<file path="config.mk">
export PLATFORM = sky130hd
export DESIGN_NAME = sha256_message_hasher
export DESIGN_NICKNAME = d
export VERILOG_FILES = /design/src/sha_pkg.sv /design/src/sha_round.sv /design/src/sha256_message_hasher.sv
export VERILOG_INCLUDE_DIRS = /design/src /design/src/src
export SDC_FILE = /design/constraint.sdc
export NUM_CORES = 2
export LEC_CHECK = 0
export ABC_AREA = 1
export BUFFER_PORTS_ARGS = -buffer_cell sky130_fd_sc_hd__buf_4
export CORE_UTILIZATION = 30
export CTS_CLUSTER_DIAMETER = 50
export DETAILED_ROUTE_END_ITERATION = 10
export GPL_TIMING_DRIVEN = 0
export PLACE_DENSITY_LB_ADDON = 0.25
export SYNTH_ARGS = -nofsm -noshare
export SYNTH_HDL_FRONTEND = slang
export SYNTH_HIERARCHICAL = 1
export SYNTH_SLANG_ARGS = --single-unit
export TNS_END_PERCENT = 10
</file>
<file path="constraint.sdc">
create_clock -name clk -period 22.8 [get_ports clk]
set_clock_uncertainty 0.2 [all_clocks]
set_input_delay 2.28 -clock clk [delete_from_list [all_inputs] [get_ports clk]]
set_output_delay 2.28 -clock clk [all_outputs]
set_load 0.05 [all_outputs]
</file>
<file path="src/sha256_message_hasher_macros.svh">
// assertion macros for the sha256 message hasher
// used by the core modules; no dependencies
`ifndef SHA256_MESSAGE_HASHER_MACROS_SVH
`define SHA256_MESSAGE_HASHER_MACROS_SVH

// implication that must hold at every clock edge outside reset
`define SHA_ASSERT_IMP(label, ante, cons) \
  label: assert property (@(posedge clk) disable iff (rst) (ante) |-> (cons)) \
    else $error("sha256 check failed");

// next-cycle implication
`define SHA_ASSERT_NEXT(label, ante, cons) \
  label: assert property (@(posedge clk) disable iff (rst) (ante) |=> (cons)) \
    else $error("sha256 check failed");

`endif

</file>
<file path="src/sha_pkg.sv">
// sha256 package: constants, round constant table, rotate-right function
// no dependencies
package sha_pkg;

  localparam int WordBits = 32;
  localparam int BlockWords = 16;
  localparam int Rounds = 64;
  localparam logic [7:0] PadByte = 8'h80;
  localparam logic [5:0] LenPos = 6'd56;

  typedef logic [31:0] word_t;
  typedef word_t [7:0] chain_t;

  localparam chain_t InitHash = {
    32'h5BE0CD19, 32'h1F83D9AB, 32'h9B05688C, 32'h510E527F,
    32'hA54FF53A, 32'h3C6EF372, 32'hBB67AE85, 32'h6A09E667
  };

  localparam word_t [63:0] RoundK = {
    32'hC67178F2, 32'hBEF9A3F7, 32'hA4506CEB, 32'h90BEFFFA,
    32'h8CC70208, 32'h84C87814, 32'h78A5636F, 32'h748F82EE,
    32'h682E6FF3, 32'h5B9CCA4F, 32'h4ED8AA4A, 32'h391C0CB3,
    32'h34B0BCB5, 32'h2748774C, 32'h1E376C08, 32'h19A4C116,
    32'h106AA070, 32'hF40E3585, 32'hD6990624, 32'hD192E819,
    32'hC76C51A3, 32'hC24B8B70, 32'hA81A664B, 32'hA2BFE8A1,
    32'h92722C85, 32'h81C2C92E, 32'h766A0ABB, 32'h650A7354,
    32'h53380D13, 32'h4D2C6DFC, 32'h2E1B2138, 32'h27B70A85,
    32'h14292967, 32'h06CA6351, 32'hD5A79147, 32'hC6E00BF3,
    32'hBF597FC7, 32'hB00327C8, 32'hA831C66D, 32'h983E5152,
    32'h76F988DA, 32'h5CB0A9DC, 32'h4A7484AA, 32'h2DE92C6F,
    32'h240CA1CC, 32'h0FC19DC6, 32'hEFBE4786, 32'hE49B69C1,
    32'hC19BF174, 32'h9BDC06A7, 32'h80DEB1FE, 32'h72BE5D74,
    32'h550C7DC3, 32'h243185BE, 32'h12835B01, 32'hD807AA98,
    32'hAB1C5ED5, 32'h923F82A4, 32'h59F111F1, 32'h3956C25B,
    32'hE9B5DBA5, 32'hB5C0FBCF, 32'h71374491, 32'h428A2F98
  };

  typedef struct packed {
    logic start;
    logic busy;
    logic done;
  } comp_ctl_t;

  function automatic word_t rotr(input word_t x, input int n);
    rotr = (x >> n) | (x << (WordBits - n));
  endfunction

endpackage

</file>
<file path="src/sha_round.sv">
// sha256 compression unit: one round per cycle over a 16-word schedule window
// depends on sha_pkg
module sha_round
  import sha_pkg::*;
(
  input  logic                  clk,
  input  logic                  rst,
  input  logic                  start,
  input  word_t [15:0]          block_in,
  input  chain_t                chain_in,
  output comp_ctl_t             ctl,
  output chain_t                chain_out
);

  logic [5:0]   round;
  logic         busy;
  logic         done;
  word_t [15:0] sched;
  word_t [7:0]  v;
  word_t        w_new;
  word_t        s0;
  word_t        s1;
  word_t        t1;
  word_t        t2;
  word_t        big0;
  word_t        big1;
  word_t        ch;
  word_t        maj;

  always_comb begin
    s0 = rotr(sched[1], 7) ^ rotr(sched[1], 18) ^ (sched[1] >> 3);
    s1 = rotr(sched[14], 17) ^ rotr(sched[14], 19) ^ (sched[14] >> 10);
    w_new = s1 + sched[9] + s0 + sched[0];
    big1 = rotr(v[4], 6) ^ rotr(v[4], 11) ^ rotr(v[4], 25);
    ch = v[6] ^ (v[4] & (v[5] ^ v[6]));
    t1 = v[7] + big1 + ch + RoundK[round] + sched[0];
    big0 = rotr(v[0], 2) ^ rotr(v[0], 13) ^ rotr(v[0], 22);
    maj = (v[0] & v[1]) | (v[2] & (v[0] | v[1]));
    t2 = big0 + maj;
  end

  always_ff @(posedge clk) begin
    if (rst) begin
      busy <= 1'b0;
      done <= 1'b0;
      round <= '0;
    end else begin
      done <= 1'b0;
      if (start && !busy) begin
        busy <= 1'b1;
        round <= '0;
      end else if (busy) begin
        round <= round + 6'd1;
        if (round == 6'(Rounds - 1)) begin
          busy <= 1'b0;
          done <= 1'b1;
        end
      end
    end
  end

  always_ff @(posedge clk) begin
    if (start && !busy) begin
      sched <= block_in;
      v <= chain_in;
    end else if (busy) begin
      sched <= {w_new, sched[15:1]};
      v <= {v[6:4], v[3] + t1, v[2:0], t1 + t2};
    end
  end

  always_comb begin
    for (int i = 0; i < 8; i++) begin
      chain_out[i] = chain_in[i] + v[i];
    end
  end

  assign ctl = '{start: start, busy: busy, done: done};

  `include "sha256_message_hasher_macros.svh"

  `SHA_ASSERT_NEXT(a_done_pulse, done, !done)
  `SHA_ASSERT_IMP(a_done_after_last, done, !busy && round == '0)
  `SHA_ASSERT_NEXT(a_start_runs, start && !busy, busy && round == '0)

endmodule

</file>
<file path="src/sha256_message_hasher.sv">
// sha256 message hasher top level: byte packer, padding sequencer, digest output
// depends on sha_pkg and sha_round
// An accepted word is unpacked one byte per cycle, save while a block is being
// compressed. The input is held off from the accepting cycle until the word's
// bytes are all unpacked. Each time 64 bytes have gathered, the compression
// unit runs 64 rounds, one per cycle, and the input is held off until it is done.
// A last word adds the padding bytes, one per cycle save during compression, with
// one or two further compressions. Then eight digest words are offered one per
// cycle while out_ready is high; no new word is taken until all eight have gone.
module sha256_message_hasher
  import sha_pkg::*;
(
  input  logic        clk,
  input  logic        rst,
  input  logic        in_valid,
  output logic        in_ready,
  input  logic [31:0] data_word,
  input  logic [2:0]  valid_bytes,
  input  logic        last_word,
  output logic        out_valid,
  input  logic        out_ready,
  output logic [31:0] digest_word,
  output logic [2:0]  word_index,
  output logic        digest_end
);

  localparam logic [2:0] S_IDLE = 3'd0;
  localparam logic [2:0] S_BYTES = 3'd1;
  localparam logic [2:0] S_COMP = 3'd2;
  localparam logic [2:0] S_PAD = 3'd3;
  localparam logic [2:0] S_OUT = 3'd4;

  logic [2:0]   state;
  logic [2:0]   ret_state;
  word_t        cur_word;
  logic [2:0]   byte_cnt;
  logic [2:0]   byte_pos;
  logic         is_last;
  logic         pad_first;
  logic [63:0]  bits;
  logic [2:0]   len_idx;
  word_t [15:0] block_words;
  logic [5:0]   block_fill;
  logic [63:0]  byte_total;
  chain_t       chain;
  chain_t       chain_new;
  comp_ctl_t    ctl;
  logic         comp_start;
  logic         block_full;
  logic [7:0]   next_byte;
  logic         take_byte;
  logic         byte_done;

  sha_round u_round (
    .clk       (clk),
    .rst       (rst),
    .start     (comp_start),
    .block_in  (block_words),
    .chain_in  (chain),
    .ctl       (ctl),
    .chain_out (chain_new)
  );

  assign in_ready = (state == S_IDLE);
  assign out_valid = (state == S_OUT);
  assign digest_word = chain[word_index];
  assign digest_end = (word_index == 3'd7);

  // byte source for packer
  always_comb begin
    next_byte = 8'h00;
    take_byte = 1'b0;
    byte_done = 1'b0;
    unique case (state)
      S_BYTES: begin
        if (byte_pos < byte_cnt) begin
          next_byte = cur_word[31 - 8 * byte_pos -: 8];
          take_byte = 1'b1;
        end else begin
          byte_done = 1'b1;
        end
      end
      S_PAD: begin
        take_byte = 1'b1;
        if (pad_first) begin
          next_byte = PadByte;
        end else if (block_fill == LenPos || len_idx != 3'd0) begin
          next_byte = bits[63 - 8 * len_idx -: 8];
        end
      end
      default: begin
      end
    endcase
  end

  assign block_full = take_byte && (block_fill == 6'd63);
  // unit starts once the full block has settled
  assign comp_start = (state == S_COMP) && !ctl.busy && !ctl.done;

  always_ff @(posedge clk) begin
    if (take_byte) begin
      if (block_fill[1:0] == 2'd0) begin
        block_words[block_fill[5:2]] <= {next_byte, 24'h000000};
      end else begin
        block_words[block_fill[5:2]][31 - 8 * block_fill[1:0] -: 8] <= next_byte;
      end
    end
    if (state == S_IDLE && in_valid) begin
      cur_word <= data_word;
      byte_cnt <= (valid_bytes > 3'd4) ? 3'd4 : valid_bytes;
      is_last <= last_word;
    end
  end

  always_ff @(posedge clk) begin
    if (rst) begin
      state <= S_IDLE;
      ret_state <= S_IDLE;
      chain <= InitHash;
      block_fill <= '0;
      byte_total <= '0;
      byte_pos <= '0;
      pad_first <= 1'b0;
      len_idx <= '0;
      bits <= '0;
      word_index <= '0;
    end else begin
      if (take_byte) begin
        block_fill <= block_fill + 6'd1;
      end
      unique case (state)
        S_IDLE: begin
          if (in_valid) begin
            state <= S_BYTES;
            byte_pos <= '0;
          end
        end
        S_BYTES: begin
          if (take_byte) begin
            byte_pos <= byte_pos + 3'd1;
            byte_total <= byte_total + 64'd1;
            if (block_full) begin
              state <= S_COMP;
              ret_state <= S_BYTES;
            end
          end else if (byte_done) begin
            if (is_last) begin
              state <= S_PAD;
              pad_first <= 1'b1;
              len_idx <= '0;
              bits <= {byte_total[60:0], 3'b000};
            end else begin
              state <= S_IDLE;
            end
          end
        end
        S_PAD: begin
          pad_first <= 1'b0;
          if (!pad_first && (block_fill == LenPos || len_idx != 3'd0)) begin
            len_idx <= len_idx + 3'd1;
          end
          if (block_full) begin
            state <= S_COMP;
            ret_state <= (!pad_first && len_idx == 3'd7) ? S_OUT : S_PAD;
          end
        end
        S_COMP: begin
          if (ctl.done) begin
            chain <= chain_new;
            state <= ret_state;
            word_index <= '0;
          end
        end
        S_OUT: begin
          if (out_ready) begin
            word_index <= word_index + 3'd1;
            if (word_index == 3'd7) begin
              state <= S_IDLE;
              chain <= InitHash;
              block_fill <= '0;
              byte_total <= '0;
            end
          end
        end
        default: begin
          state <= S_IDLE;
        end
      endcase
    end
  end

  `include "sha256_message_hasher_macros.svh"

  `SHA_ASSERT_IMP(a_comp_only_in_comp, ctl.busy, state == S_COMP)
  `SHA_ASSERT_IMP(a_out_needs_idle_unit, out_valid, !ctl.busy)
  `SHA_ASSERT_NEXT(a_last_digest_ends, out_valid && out_ready && digest_end,
                   state == S_IDLE && block_fill == '0)

endmodule
</file>
==> flow_summary_export.csv <==
group,metric,value,unit
run_status,status,"complete, but fails checks",
run_status,violations,"capacitance limit, slew limit",
critical_path,crit_arrival,8070,ps
cts,numClockSinks,1756,
synthesis,synth_cells,12321,
cts,clock-root-buffer,"clkbuf_16",
die,dieArea,347000,µm²
placement,gp_congestion,1.010,
critical_path,crit_type,"register to register",
cts,cts_hold_buf,0,
die,core,343000,µm²
sta,rsz0062_at_grt,"false",
global_routing,grt_use_total,24.60,%
route,wirelength,439.6,mm
synthesis,netlist_area,103400,µm²
cells_and_area,drive_above_1_share,6.247,%
die,std_cell_rows,215,
sta,holdWs,248.2,ps
synthesis,syn_nets,12960,
synthesis,avgSynthCellArea,8.392,µm²
critical_path,start_kind,"register",
route,routed_via_density,5.142,
sta,maxSlewHeadroom,-2.033,%
route,drt-wirelength-per-cell,25.23,µm
die,die_x,589.1,µm
cells_and_area,areaGrowthSynthToFinish,14.16,%
synthesis,yosys_warnings,6,
run,maxCapViolations,2,
sta,finalCritPeriodShare,33.72,%
route,drtIter0Drc,10180,
global_routing,grt_overflow,0,
cts,cts_buffers,239,
critical_path,cp-end-kind,"register",
critical_path,crit_fanout,5,
die,initial_utilization,30.15,%
worst_hold_path,min_path_type,"register to register",
global_routing,grt_pass1_vias,84484,
route,firstDrtPassIters,9,
cts,clkLatencyLatePin,990,ps
sta,max_freq,130.1,MHz
cts,htreeDepth,4,
cells_and_area,final_util,34.42,%
die,die_y,589.1,µm
global_routing,grt_pass1_wl,615.6,mm
cts,ctsResizeCount,0,
cells_and_area,fin_nets,13296,
route,drc,0,
cts,cts_setup_buffers,0,
cts,cts_tree,"done",
global_routing,antenna_found_initial,24,
sta,setup_tns,0,ps
placement,hpwl,345.7,mm
placement,port_buffers,77,
critical_path,cp.required,23190,ps
global_routing,grt_max_degree,68,
route,ant_nets,0,
sta,worstMarginPinSlew,1530,ps
route,dr_total_vias,89588,
cts,clk_pin_slew,60,ps
sta,report.final.slew_viol_count,22,
sta,finalSetupViolations,0,
die,io-pin-count,78,
sta,hold_viol,0,
cts,clk_path_buf_depth,4,
sta,finalCriticalPeriod,7688,ps
## critical path, stage by stage, from the launching register on
cell	delay [ps]
edfxtp_1	410
clkbuf_1	660
xnor2_1	220
xor2_1	260
fa_1	450
fa_1	500
inv_1	50
ha_1	210
fa_1	490
nand2_1	100
nand3_1	130
a21oi_1	230
o21ai_0	160
xor2_1	630
fa_1	540
ha_1	390
a21oi_1	300
a21boi_0	350
a21boi_0	450
o21ai_0	210
xor2_1	310
o21ai_0	120
## cells in the final DEF (no fill, tap or decap), types with 149 or more instances in the layout
| cell | count |
|---|---|
| clkbuf_16 | 244 |
| clkbuf_1 | 355 |
| nor2_1 | 1364 |
| edfxtp_1 | 1316 |
| buf_2 | 149 |
| xnor2_1 | 245 |
| nand3_1 | 603 |
| a21oi_1 | 638 |
| ha_1 | 404 |
| fa_1 | 195 |
| inv_1 | 1008 |
| xor2_1 | 293 |
| o21ai_0 | 723 |
| nand2_1 | 3656 |
| dfxtp_1 | 440 |
## registers in the layout, summed over array words and instances, names as in the netlist, named ones only
name / cells
bits: 61
block_fill: 6
block_words: 512
byte_cnt: 3
byte_pos: 3
byte_total: 61
chain: 256
cur_word: 32
is_last: 1
len_idx: 3
pad_first: 1
ret_state: 3
state: 3
u_round/busy: 1
u_round/done: 1
u_round/round: 6
u_round/sched: 512
u_round/v: 256
word_index: 3
## through the flow
| step | cells | setup slack [ps] | cell area, µm² |
|---|---|---|---|
| global route | 17413 | 14880 | 118000 |
| global placement | 16955 | -7080 | 109700 |
| detailed placement | 16972 | 15340 | 110100 |
| CTS | 17410 | 15300 | 118000 |
| finish | 17423 | 15110 | 118000 |
| floorplan | 12321 | 4160 | 103400 |
## cell type report
class | instances | area [µm²]
diodes | 12 | 30.03
plain buffers | 517 | 2327
clock buffers | 285 | 6310
clock inverters | 153 | 1572
fillers | 36080 | 224900
inverters | 1032 | 3882
multi-input cells | 9016 | 48890
flip-flops and latches | 1756 | 48330
well taps | 4557 | 5702
repair buffers | 95 | 1006
## routing by layer
layer  track usage, %  routed length [µm]  vias to the layer above
li1                 -                   -                    41543
met1            33.77              189000                    43157
met2            38.32              192700                     4059
met3            4.460               38380                      807
met4            9.567               19280                       22
met5                0                 132                        -
## final timing paths
check / start / to / slack (ps) / depth (start not counted)
setup reg to reg: u_round/v[140] / u_round/v[16] / 15110 / 21
hold / removal: byte_total[4] / bits[7] / 250 / 2
hold reg to reg: byte_total[4] / bits[7] / 250 / 2
setup / recovery: u_round/v[140] / u_round/v[16] / 15110 / 21
Power is not shown: default switching activity piles up to over one toggle a cycle in this logic, so the estimate is an artifact.
